## config.mk

```make
export PLATFORM = sky130hd
export DESIGN_NAME = cpu6502_execute_unit_core
export DESIGN_NICKNAME = d
export VERILOG_FILES = /design/src/rtl/c65x_pkg.sv /design/src/rtl/cpu6502_execute_unit_core.sv
export SDC_FILE = /design/constraint.sdc
export NUM_CORES = 2
export LEC_CHECK = 0
export ABC_AREA = 1
export BUFFER_PORTS_ARGS = -buffer_cell sky130_fd_sc_hd__buf_4
export CORE_ASPECT_RATIO = 1.2
export CORE_MARGIN = 1
export CORE_UTILIZATION = 52
export CTS_CLUSTER_SIZE = 12
export DETAILED_ROUTE_END_ITERATION = 10
export PLACE_DENSITY = 0.73
export SLEW_MARGIN = 20
export SYNTH_ARGS = -nofsm -noshare
export SYNTH_HDL_FRONTEND = slang
export SYNTH_SLANG_ARGS = --single-unit
```

## constraint.sdc

```tcl
create_clock -name clk -period 23.1 [get_ports clk]
set_input_delay 6.93 -clock clk [delete_from_list [all_inputs] [get_ports clk]]
set_output_delay 6.93 -clock clk [all_outputs]
set_load 0.02 [all_outputs]
```

## src/rtl/c65x_pkg.sv

```systemverilog
// ----------------------------------------------------------------------------
// c65x_pkg
// Shared constants for the 6502 execute unit: flag positions, stack geometry
// and opcode groups.
// ----------------------------------------------------------------------------
package c65x_pkg;

    localparam int STACK_DEPTH = 256;
    localparam int SAW         = $clog2(STACK_DEPTH);

    localparam int FC = 0;
    localparam int FZ = 1;
    localparam int FI = 2;
    localparam int FD = 3;
    localparam int FB = 4;
    localparam int FU = 5;
    localparam int FV = 6;
    localparam int FN = 7;

    localparam logic [7:0] SP_RESET = 8'hFD;
    localparam logic [7:0] P_RESET  = 8'h24;

    // Opcodes that touch the stack.
    localparam logic [7:0] OP_BRK = 8'h00;
    localparam logic [7:0] OP_JSR = 8'h20;
    localparam logic [7:0] OP_RTS = 8'h60;
    localparam logic [7:0] OP_RTI = 8'h40;
    localparam logic [7:0] OP_PHA = 8'h48;
    localparam logic [7:0] OP_PHP = 8'h08;
    localparam logic [7:0] OP_PLA = 8'h68;
    localparam logic [7:0] OP_PLP = 8'h28;

    // Number of stack pushes and pulls an opcode performs.
    function automatic logic [1:0] push_count(input logic [7:0] op);
        logic [1:0] n;
        n = 2'd0;
        case (op)
            OP_BRK:         n = 2'd3;
            OP_JSR:         n = 2'd2;
            OP_PHA, OP_PHP: n = 2'd1;
            default:        n = 2'd0;
        endcase
        return n;
    endfunction

    function automatic logic [1:0] pull_count(input logic [7:0] op);
        logic [1:0] n;
        n = 2'd0;
        case (op)
            OP_RTI:         n = 2'd3;
            OP_RTS:         n = 2'd2;
            OP_PLA, OP_PLP: n = 2'd1;
            default:        n = 2'd0;
        endcase
        return n;
    endfunction

endpackage

```

## src/rtl/cpu6502_execute_unit_core.sv

```systemverilog
// ----------------------------------------------------------------------------
// cpu6502_execute_unit_core
// Executes one pre-fetched 6502 instruction per request against A, X, Y, S, P
// and a private page-one stack held in a synchronous RAM.
// ----------------------------------------------------------------------------
//  channel  | signals                                      | role
//  ---------+----------------------------------------------+-----------------
//  in       | in_valid, in_stall, cmd, operand, target,    | instruction
//           | next_pc                                      |
//  out      | out_valid, out_stall, acc_out .. mem_data    | registers, PC
//  cfg      | cfg_we, cfg_data                             | BRK vector
//
// Instructions without stack traffic are accepted back to back while the output
// is not stalled. Stack instructions move through PUSH or PULL, one stack byte
// per step, and then DONE, since the stack RAM has a single port with a registered
// read (PHA, PHP, PLA and PLP move one byte, JSR and RTS two, BRK and RTI three).
// Reset sets A=X=Y=0, S=FD, P=24; stack contents are undefined until written.
// A stalled result holds in the output register while the next request waits.
module cpu6502_execute_unit_core (
    input  logic        clk,
    input  logic        rst_n,
    input  logic        cfg_we,
    input  logic [15:0] cfg_data,
    input  logic        in_valid,
    output logic        in_stall,
    input  logic [7:0]  cmd,
    input  logic [7:0]  operand,
    input  logic [15:0] target,
    input  logic [15:0] next_pc,
    output logic        out_valid,
    input  logic        out_stall,
    output logic [7:0]  acc_out,
    output logic [7:0]  x_out,
    output logic [7:0]  y_out,
    output logic [7:0]  status_out,
    output logic [7:0]  sp_out,
    output logic [15:0] new_pc,
    output logic        mem_write,
    output logic [7:0]  mem_data
);
    import c65x_pkg::*;

    localparam logic [1:0] ST_IDLE = 2'd0;
    localparam logic [1:0] ST_PUSH = 2'd1;
    localparam logic [1:0] ST_PULL = 2'd2;
    localparam logic [1:0] ST_DONE = 2'd3;

    logic [7:0]  a_reg, x_reg, y_reg, s_reg, p_reg;
    logic [15:0] vec_reg;
    logic [1:0]  state_reg;
    logic [1:0]  cnt_reg;
    logic        rd_pend_reg;
    logic [7:0]  op_reg;
    logic [15:0] npc_reg, tgt_reg;
    logic [7:0]  pull0_reg, pull1_reg;

    logic [7:0]  stack_mem [STACK_DEPTH];
    logic [7:0]  rd_data_reg;

    logic        in_acc, out_free;
    logic        out_load;
    logic        res_load;

    assign out_free = !out_valid || !out_stall;
    assign in_acc   = in_valid && !in_stall;
    assign in_stall = (state_reg != ST_IDLE) || !out_free;

    // Combinational execute of non-stack instructions.
    logic [7:0]  a_n, x_n, y_n, p_n, dat_n;
    logic [15:0] pc_n;
    logic        wr_n;
    logic [8:0]  sum;
    logic [7:0]  mop, r8;
    logic        take;

    always_comb
    begin
        a_n = a_reg; x_n = x_reg; y_n = y_reg; p_n = p_reg;
        pc_n = next_pc; wr_n = 1'b0; dat_n = 8'h00; take = 1'b0;
        mop = ((cmd & 8'hE3) == 8'hE1) ? ~operand : operand;
        sum = {1'b0, a_reg} + {1'b0, mop} + {8'h00, p_reg[FC]};
        r8 = 8'h00;
        case (cmd)
            8'h69, 8'h65, 8'h75, 8'h6D, 8'h7D, 8'h79, 8'h61, 8'h71,
            8'hE9, 8'hE5, 8'hF5, 8'hED, 8'hFD, 8'hF9, 8'hE1, 8'hF1:
            begin
                a_n = sum[7:0]; p_n[FC] = sum[8];
                p_n[FV] = ~(a_reg[7] ^ mop[7]) & (a_reg[7] ^ sum[7]);
                r8 = sum[7:0];
            end
            8'h29, 8'h25, 8'h35, 8'h2D, 8'h3D, 8'h39, 8'h21, 8'h31:
            begin a_n = a_reg & operand; r8 = a_n; end
            8'h09, 8'h05, 8'h15, 8'h0D, 8'h1D, 8'h19, 8'h01, 8'h11:
            begin a_n = a_reg | operand; r8 = a_n; end
            8'h49, 8'h45, 8'h55, 8'h4D, 8'h5D, 8'h59, 8'h41, 8'h51:
            begin a_n = a_reg ^ operand; r8 = a_n; end
            8'h0A: begin p_n[FC] = a_reg[7]; a_n = {a_reg[6:0], 1'b0}; r8 = a_n; end
            8'h2A: begin p_n[FC] = a_reg[7]; a_n = {a_reg[6:0], p_reg[FC]}; r8 = a_n; end
            8'h4A: begin p_n[FC] = a_reg[0]; a_n = {1'b0, a_reg[7:1]}; r8 = a_n; end
            8'h6A: begin p_n[FC] = a_reg[0]; a_n = {p_reg[FC], a_reg[7:1]}; r8 = a_n; end
            8'h06, 8'h16, 8'h0E, 8'h1E:
            begin p_n[FC] = operand[7]; dat_n = {operand[6:0], 1'b0}; wr_n = 1'b1; r8 = dat_n; end
            8'h26, 8'h36, 8'h2E, 8'h3E:
            begin
                p_n[FC] = operand[7]; dat_n = {operand[6:0], p_reg[FC]};
                wr_n = 1'b1; r8 = dat_n;
            end
            8'h46, 8'h56, 8'h4E, 8'h5E:
            begin p_n[FC] = operand[0]; dat_n = {1'b0, operand[7:1]}; wr_n = 1'b1; r8 = dat_n; end
            8'h66, 8'h76, 8'h6E, 8'h7E:
            begin
                p_n[FC] = operand[0]; dat_n = {p_reg[FC], operand[7:1]};
                wr_n = 1'b1; r8 = dat_n;
            end
            8'hE6, 8'hF6, 8'hEE, 8'hFE:
            begin dat_n = operand + 8'd1; wr_n = 1'b1; r8 = dat_n; end
            8'hC6, 8'hD6, 8'hCE, 8'hDE:
            begin dat_n = operand - 8'd1; wr_n = 1'b1; r8 = dat_n; end
            8'hC9, 8'hC5, 8'hD5, 8'hCD, 8'hDD, 8'hD9, 8'hC1, 8'hD1:
            begin p_n[FC] = a_reg >= operand; r8 = a_reg - operand; end
            8'hE0, 8'hE4, 8'hEC:
            begin p_n[FC] = x_reg >= operand; r8 = x_reg - operand; end
            8'hC0, 8'hC4, 8'hCC:
            begin p_n[FC] = y_reg >= operand; r8 = y_reg - operand; end
            8'hCA: begin x_n = x_reg - 8'd1; r8 = x_n; end
            8'h88: begin y_n = y_reg - 8'd1; r8 = y_n; end
            8'hE8: begin x_n = x_reg + 8'd1; r8 = x_n; end
            8'hC8: begin y_n = y_reg + 8'd1; r8 = y_n; end
            8'hA9, 8'hA5, 8'hB5, 8'hAD, 8'hBD, 8'hB9, 8'hA1, 8'hB1:
            begin a_n = operand; r8 = a_n; end
            8'hA2, 8'hA6, 8'hB6, 8'hAE, 8'hBE: begin x_n = operand; r8 = x_n; end
            8'hA0, 8'hA4, 8'hB4, 8'hAC, 8'hBC: begin y_n = operand; r8 = y_n; end
            8'hAA: begin x_n = a_reg; r8 = x_n; end
            8'hA8: begin y_n = a_reg; r8 = y_n; end
            8'hBA: begin x_n = s_reg; r8 = x_n; end
            8'h8A: begin a_n = x_reg; r8 = a_n; end
            8'h98: begin a_n = y_reg; r8 = a_n; end
            default: ;
        endcase
        // Every arm above that set r8 also updates N and Z from it.
        case (cmd)
            8'h69, 8'h65, 8'h75, 8'h6D, 8'h7D, 8'h79, 8'h61, 8'h71,
            8'hE9, 8'hE5, 8'hF5, 8'hED, 8'hFD, 8'hF9, 8'hE1, 8'hF1,
            8'h29, 8'h25, 8'h35, 8'h2D, 8'h3D, 8'h39, 8'h21, 8'h31,
            8'h09, 8'h05, 8'h15, 8'h0D, 8'h1D, 8'h19, 8'h01, 8'h11,
            8'h49, 8'h45, 8'h55, 8'h4D, 8'h5D, 8'h59, 8'h41, 8'h51,
            8'h0A, 8'h2A, 8'h4A, 8'h6A,
            8'h06, 8'h16, 8'h0E, 8'h1E, 8'h26, 8'h36, 8'h2E, 8'h3E,
            8'h46, 8'h56, 8'h4E, 8'h5E, 8'h66, 8'h76, 8'h6E, 8'h7E,
            8'hE6, 8'hF6, 8'hEE, 8'hFE, 8'hC6, 8'hD6, 8'hCE, 8'hDE,
            8'hC9, 8'hC5, 8'hD5, 8'hCD, 8'hDD, 8'hD9, 8'hC1, 8'hD1,
            8'hE0, 8'hE4, 8'hEC, 8'hC0, 8'hC4, 8'hCC,
            8'hCA, 8'h88, 8'hE8, 8'hC8,
            8'hA9, 8'hA5, 8'hB5, 8'hAD, 8'hBD, 8'hB9, 8'hA1, 8'hB1,
            8'hA2, 8'hA6, 8'hB6, 8'hAE, 8'hBE, 8'hA0, 8'hA4, 8'hB4, 8'hAC, 8'hBC,
            8'hAA, 8'hA8, 8'hBA, 8'h8A, 8'h98:
            begin p_n[FZ] = (r8 == 8'h00); p_n[FN] = r8[7]; end
            8'h24, 8'h2C:
            begin
                p_n[FZ] = ((a_reg & operand) == 8'h00);
                p_n[FV] = operand[6]; p_n[FN] = operand[7];
            end
            8'h90: take = !p_reg[FC];
            8'hB0: take = p_reg[FC];
            8'hD0: take = !p_reg[FZ];
            8'hF0: take = p_reg[FZ];
            8'h10: take = !p_reg[FN];
            8'h30: take = p_reg[FN];
            8'h50: take = !p_reg[FV];
            8'h70: take = p_reg[FV];
            8'h18: p_n[FC] = 1'b0;
            8'h38: p_n[FC] = 1'b1;
            8'hD8: p_n[FD] = 1'b0;
            8'hF8: p_n[FD] = 1'b1;
            8'h58: p_n[FI] = 1'b0;
            8'h78: p_n[FI] = 1'b1;
            8'hB8: p_n[FV] = 1'b0;
            8'h4C, 8'h6C: pc_n = target;
            8'h85, 8'h95, 8'h8D, 8'h9D, 8'h99, 8'h81, 8'h91:
            begin dat_n = a_reg; wr_n = 1'b1; end
            8'h86, 8'h96, 8'h8E: begin dat_n = x_reg; wr_n = 1'b1; end
            8'h84, 8'h94, 8'h8C: begin dat_n = y_reg; wr_n = 1'b1; end
            default: ;
        endcase
        if (take)
        begin
            pc_n = next_pc + {{8{operand[7]}}, operand};
        end
    end

    logic is_push, is_pull, is_sxs;
    assign is_push = (push_count(cmd) != 2'd0);
    assign is_pull = (pull_count(cmd) != 2'd0);
    assign is_sxs  = (cmd == 8'h9A);

    // Stack RAM port.
    logic        st_we;
    logic [7:0]  st_wd;
    logic [7:0]  st_addr;
    logic [7:0]  push_byte;
    logic [15:0] jsr_ret;

    assign jsr_ret = npc_reg - 16'd1;

    always_comb
    begin
        push_byte = 8'h00;
        case (op_reg)
            OP_BRK:
                push_byte = (cnt_reg == 2'd3) ? npc_reg[15:8] :
                            (cnt_reg == 2'd2) ? npc_reg[7:0]  : (p_reg | 8'h30);
            OP_JSR:  push_byte = (cnt_reg == 2'd2) ? jsr_ret[15:8] : jsr_ret[7:0];
            OP_PHA:  push_byte = a_reg;
            OP_PHP:  push_byte = p_reg | 8'h30;
            default: push_byte = 8'h00;
        endcase
    end

    assign st_we   = (state_reg == ST_PUSH);
    assign st_wd   = push_byte;
    assign st_addr = (state_reg == ST_PUSH) ? s_reg : s_reg + 8'd1;

    // The read data is held once pulling ends, so a stalled result keeps it.
    always_ff @(posedge clk)
    begin
        if (st_we)
        begin
            stack_mem[st_addr[SAW-1:0]] <= st_wd;
        end
        if (state_reg == ST_PULL)
        begin
            rd_data_reg <= stack_mem[st_addr[SAW-1:0]];
        end
    end

    // Output register.
    logic [7:0]  o_a_n, o_p_n;
    logic [15:0] o_pc_n;
    logic [15:0] pulled_w;

    assign pulled_w = {rd_data_reg, pull0_reg};

    always_comb
    begin
        o_a_n  = a_reg;
        o_p_n  = p_reg;
        o_pc_n = npc_reg;
        case (op_reg)
            OP_BRK:  begin o_p_n[FI] = 1'b1; o_pc_n = vec_reg; end
            OP_JSR:  o_pc_n = tgt_reg;
            OP_RTS:  o_pc_n = pulled_w + 16'd1;
            OP_RTI:  begin o_p_n = (pull1_reg & 8'hEF) | 8'h20; o_pc_n = pulled_w; end
            OP_PLA:
            begin
                o_a_n = rd_data_reg; o_p_n[FZ] = (rd_data_reg == 8'h00);
                o_p_n[FN] = rd_data_reg[7];
            end
            OP_PLP:  o_p_n = (rd_data_reg & 8'hEF) | 8'h20;
            default: ;
        endcase
    end

    assign out_load = (state_reg == ST_DONE) && out_free;
    assign res_load = (in_acc && !is_push && !is_pull) || out_load;

    always_ff @(posedge clk or negedge rst_n)
    begin
        if (!rst_n)
        begin
            a_reg <= 8'h00; x_reg <= 8'h00; y_reg <= 8'h00;
            s_reg <= SP_RESET; p_reg <= P_RESET; vec_reg <= 16'h0000;
            state_reg <= ST_IDLE; cnt_reg <= 2'd0; rd_pend_reg <= 1'b0;
            pull0_reg <= 8'h00; pull1_reg <= 8'h00;
            out_valid <= 1'b0;
        end
        else
        begin
            if (cfg_we)
            begin
                vec_reg <= cfg_data;
            end
            out_valid <= res_load || (out_valid && out_stall);
            rd_pend_reg <= (state_reg == ST_PULL);
            unique case (state_reg)
                ST_IDLE:
                begin
                    if (in_acc)
                    begin
                        if (is_push)
                        begin
                            state_reg <= ST_PUSH; cnt_reg <= push_count(cmd);
                        end
                        else if (is_pull)
                        begin
                            state_reg <= ST_PULL; cnt_reg <= pull_count(cmd);
                        end
                        else
                        begin
                            a_reg <= a_n; x_reg <= x_n; y_reg <= y_n; p_reg <= p_n;
                            if (is_sxs)
                            begin
                                s_reg <= x_reg;
                            end
                        end
                    end
                end
                ST_PUSH:
                begin
                    s_reg <= s_reg - 8'd1;
                    cnt_reg <= cnt_reg - 2'd1;
                    if (cnt_reg == 2'd1)
                    begin
                        state_reg <= ST_DONE;
                    end
                end
                ST_PULL:
                begin
                    // Each read lands in the next cycle; capture the previous byte.
                    s_reg <= s_reg + 8'd1;
                    cnt_reg <= cnt_reg - 2'd1;
                    if (rd_pend_reg)
                    begin
                        pull1_reg <= pull0_reg;
                        pull0_reg <= rd_data_reg;
                    end
                    if (cnt_reg == 2'd1)
                    begin
                        state_reg <= ST_DONE;
                    end
                end
                ST_DONE:
                begin
                    if (out_free)
                    begin
                        a_reg <= o_a_n; p_reg <= o_p_n;
                        state_reg <= ST_IDLE;
                    end
                end
                default: state_reg <= ST_IDLE;
            endcase
        end
    end

    // For RTI, pull0 holds PC low and pull1 holds P when DONE is reached.
    always_ff @(posedge clk)
    begin
        if (in_acc)
        begin
            op_reg <= cmd; npc_reg <= next_pc; tgt_reg <= target;
        end
        if (in_acc && !is_push && !is_pull)
        begin
            acc_out <= a_n; x_out <= x_n; y_out <= y_n; status_out <= p_n;
            sp_out <= is_sxs ? x_reg : s_reg;
            new_pc <= pc_n; mem_write <= wr_n; mem_data <= wr_n ? dat_n : 8'h00;
        end
        else if (out_load)
        begin
            acc_out <= o_a_n; x_out <= x_reg; y_out <= y_reg; status_out <= o_p_n;
            sp_out <= s_reg; new_pc <= o_pc_n; mem_write <= 1'b0; mem_data <= 8'h00;
        end
    end

    a_no_accept_busy: assert property (@(posedge clk) disable iff (!rst_n)
        (state_reg != ST_IDLE) |-> in_stall)
        else $error("request accepted while busy");
    a_out_hold: assert property (@(posedge clk) disable iff (!rst_n)
        (out_valid && out_stall) |=> out_valid)
        else $error("stalled result dropped");
    a_push_dec: assert property (@(posedge clk) disable iff (!rst_n)
        (state_reg == ST_PUSH) |=> (s_reg == $past(s_reg) - 8'd1))
        else $error("stack pointer not decremented on push");
    a_done_wait: assert property (@(posedge clk) disable iff (!rst_n)
        (state_reg == ST_DONE && !out_free) |=> (state_reg == ST_DONE))
        else $error("result lost while output stalled");

endmodule
```

==> impl_metrics.json <==
{
  "run_status": "finished, final reports clean",
  "worstRegToRegCells": 19,
  "hold_start": "p_reg[5]",
  "core_area_sq_um": 177000,
  "hold_viol_final": 0,
  "start_util_pct": 52.6,
  "finClkSkew_ns": 0.0418,
  "numPortBuffers": 135,
  "ys_warn_count": 0,
  "place.gp.congestion": 1.00,
  "cp-start-kind": "input pin",
  "peakVddDrop_uv": 218,
  "r2r_end": "rd_data_reg[6]",
  "die_h_um": 466,
  "antenna_found_initial": 3,
  "final_area_sq_um": 103000,
  "setup-tns-final_ns": 0,
  "hold_end": "p_reg[5]",
  "cts_resized": 0,
  "synth-edff-count": 2161,
  "first_pass_iters": 7,
  "synthesis.area_sq_um": 93300,
  "period_minus_slack_ns": 14.37,
  "area_growth_syn_to_layout_pct": 9.92,
  "worst_slew_pin_slew_ns": 1.30,
  "totalWireLength_um": 270000,
  "setup_viol": 0,
  "grt_pass1_vias": 59900,
  "post_drt_wl_per_cell_um": 27.0,
  "slew_viol_final": 0,
  "r2r_start": "state_reg[1]",
  "die_area_sq_um": 181000,
  "async_reset_ff_share_pct": 3.40,
  "cts_hold_buffers": 0,
  "relSlewSlack_pct": 13.2,
  "finalCritPeriodShare_pct": 62.2,
  "remaining_drc_errors": 0,
  "cp-end-kind": "output pin",
  "clock_path_buffers": 3,
  "r2r_setup_slack_ns": 16.80,
  "hold_class": "reg2reg",
  "drive_above_1_share_pct": 7.98,
  "p_leak_uw": 0.0351,
  "clk_pin_slew_ns": 0.06,
  "max_cap_violations": 0,
  "nets": 7784,
  "dp_hpwl_um": 161000,
  "grt_max_degree": 236,
  "placed_cells": 9721,
  "track_usage_pct": 29.3,
  "cts_sinks": 2237,
  "synthesis.nets": 7726,
  "placedInstanceArea_sq_um": 96400,
  "syn_area_per_cell_sq_um": 12.3,
  "grt-ovfl-total": 0,
  "fmax_ghz": 0.0696,
  "ys_ff_latch": 2237,
  "antenna_left": 0,
  "largest_reg_flops": 2048,
  "hold-worst-slack_ns": 0.468,
  "viasPerCell": 6.32,
  "path_class": "in2out",
  "synth_cell_type_count": 63,
  "whs_path_depth": 2,
  "stdcell_count": 10000,
  "crit_required_ns": 16.17,
  "die_x_um": 389,
  "pin_count": 136,
  "num_vias": 63300,
  "netlist_instances": 7571,
  "clk_latency_ns": 0.87,
  "synth_sequential_area_ratio_pct": 71.6,
  "power.density_nw_per_um2": 136,
  "cts-buffers-inserted": 213,
  "cts_tree": "built",
  "cp_max_fo": 5,
  "rsz0062_at_grt": "no",
  "post-cts-setup-buffers": 0,
  "cts-root-buf": "clkbuf_16",
  "worst_ep_arrival_time_ns": 7.44,
  "synth_ff_type": "edfxtp_1",
  "power_uw": 13900,
  "num_rows": 169,
  "drtIter0Drc": 8049,
  "grt_pass1_wl_um": 392000,
  "h-tree-depth": 4
}
[power by group]
part           switching, uW  internal, uW  leakage, uW
Clock                   1430          1750      0.00294
Sequential               149          4610       0.0202
Combinational           4350          1610       0.0120
Total                   5930          7970       0.0351
[metrics by stage]
| stage | util [%] | setup slack (ns) |
|---|---|---|
| after floorplan | - | 2.31 |
| after global placement | 54.3 | 8.72 |
| after detailed placement | 54.3 | 8.73 |
| after CTS | 57.8 | 8.73 |
| after global routing | 57.8 | 8.71 |
| final | 57.8 | 8.73 |
[synthesized netlist by cell type (4+ instances only)]
cell type / n / area (sq um)
a211oi_1: 7 / 52.6
a21o_1: 9 / 67.6
a21oi_1: 221 / 1110
a221oi_1: 7 / 61.3
a22oi_1: 603 / 4530
a31oi_1: 90 / 563
a41oi_1: 5 / 43.8
buf_1: 32 / 120
buf_2: 227 / 1140
buf_4: 8 / 60.1
clkbuf_1: 117 / 439
dfrtp_1: 67 / 1680
dfstp_2: 9 / 236
edfxtp_1: 2161 / 64900
fa_1: 6 / 120
ha_1: 80 / 1000
inv_1: 270 / 1010
inv_2: 40 / 150
mux2_2: 7 / 78.8
mux2i_1: 4 / 40.0
nand2_1: 1886 / 7080
nand2_2: 14 / 87.6
nand3_1: 570 / 2850
nand3b_1: 7 / 52.6
nand4_1: 96 / 601
nor2_1: 495 / 1860
nor2_2: 14 / 87.6
nor2_4: 11 / 124
nor3_1: 33 / 165
nor4_1: 7 / 43.8
o2111ai_1: 12 / 105
o211ai_1: 22 / 165
o21a_1: 5 / 37.5
o21ai_0: 236 / 1180
o21ai_1: 19 / 95.1
o21ai_2: 6 / 52.6
o221ai_1: 7 / 61.3
o22ai_1: 40 / 250
o31ai_1: 36 / 270
or2_2: 11 / 68.8
xnor2_1: 10 / 87.6
xor2_1: 29 / 254
[worst max path at each step]
stage                     from               to  slack, ns
floorplan           npc_reg[0]  stack_mem[0][3]       2.31
global route         out_stall         in_stall       8.71
global placement     out_stall         in_stall       8.72
detailed placement   out_stall         in_stall       8.73
CTS                  out_stall         in_stall       8.73
finish               out_stall         in_stall       8.73
[cells by family (layout without fill, tap and decap cells)]
kind of cell,count (synthesis),after routing,share of synthesized area (%)
AND/OR/NAND/NOR,3153,3153,14.0
XOR/XNOR,39,39,0.366
other,0,7,0
multiplexers,11,11,0.127
flip-flops,2237,2237,71.6
AO/OA/AOI/OAI,1347,1347,9.49
buffers and inverters,698,833,3.15
adder cells (fa/ha/maj),86,86,1.20
[critical path: stages]
cell	delay, ns
buf_4	0.11
nand2_1	0.15
nand2_1	0.08
buf_4	0.17
[placed cells by master, fill, tap and decap left out, types with 90 or more instances in the layout]
master and n:
nand4_1 96, nor2_1 492, buf_4 215, nand2_1 1880, nand3_1 570, a31oi_1 90
clkbuf_16 218, a22oi_1 603, inv_1 269, a21oi_1 221, edfxtp_1 2161, o21ai_0 234
[cell type report]
| class | count | area, sq um |
|---|---|---|
| tap | 2308 | 2890 |
| inverter | 313 | 1190 |
| multi-input combinational | 4636 | 23700 |
| clock inverter | 36 | 462 |
| clock buffer | 256 | 5620 |
| sequential | 2237 | 66800 |
| antenna | 7 | 17.5 |
| fill | 13700 | 74900 |
| timing repair buffer | 228 | 1850 |
[metal layers]
metal	wire length (um)	part of all wire (%)	track usage (%)	vias up
met4	16100	6.0	15.8	4
met2	127000	47	46.9	3915
met5	138	0.051	0.501	-
met1	98900	37	37.8	31000
li1	-	-	-	27700
met3	27700	10	5.65	723
No activity file was read; power rests on OpenSTA's default activity.
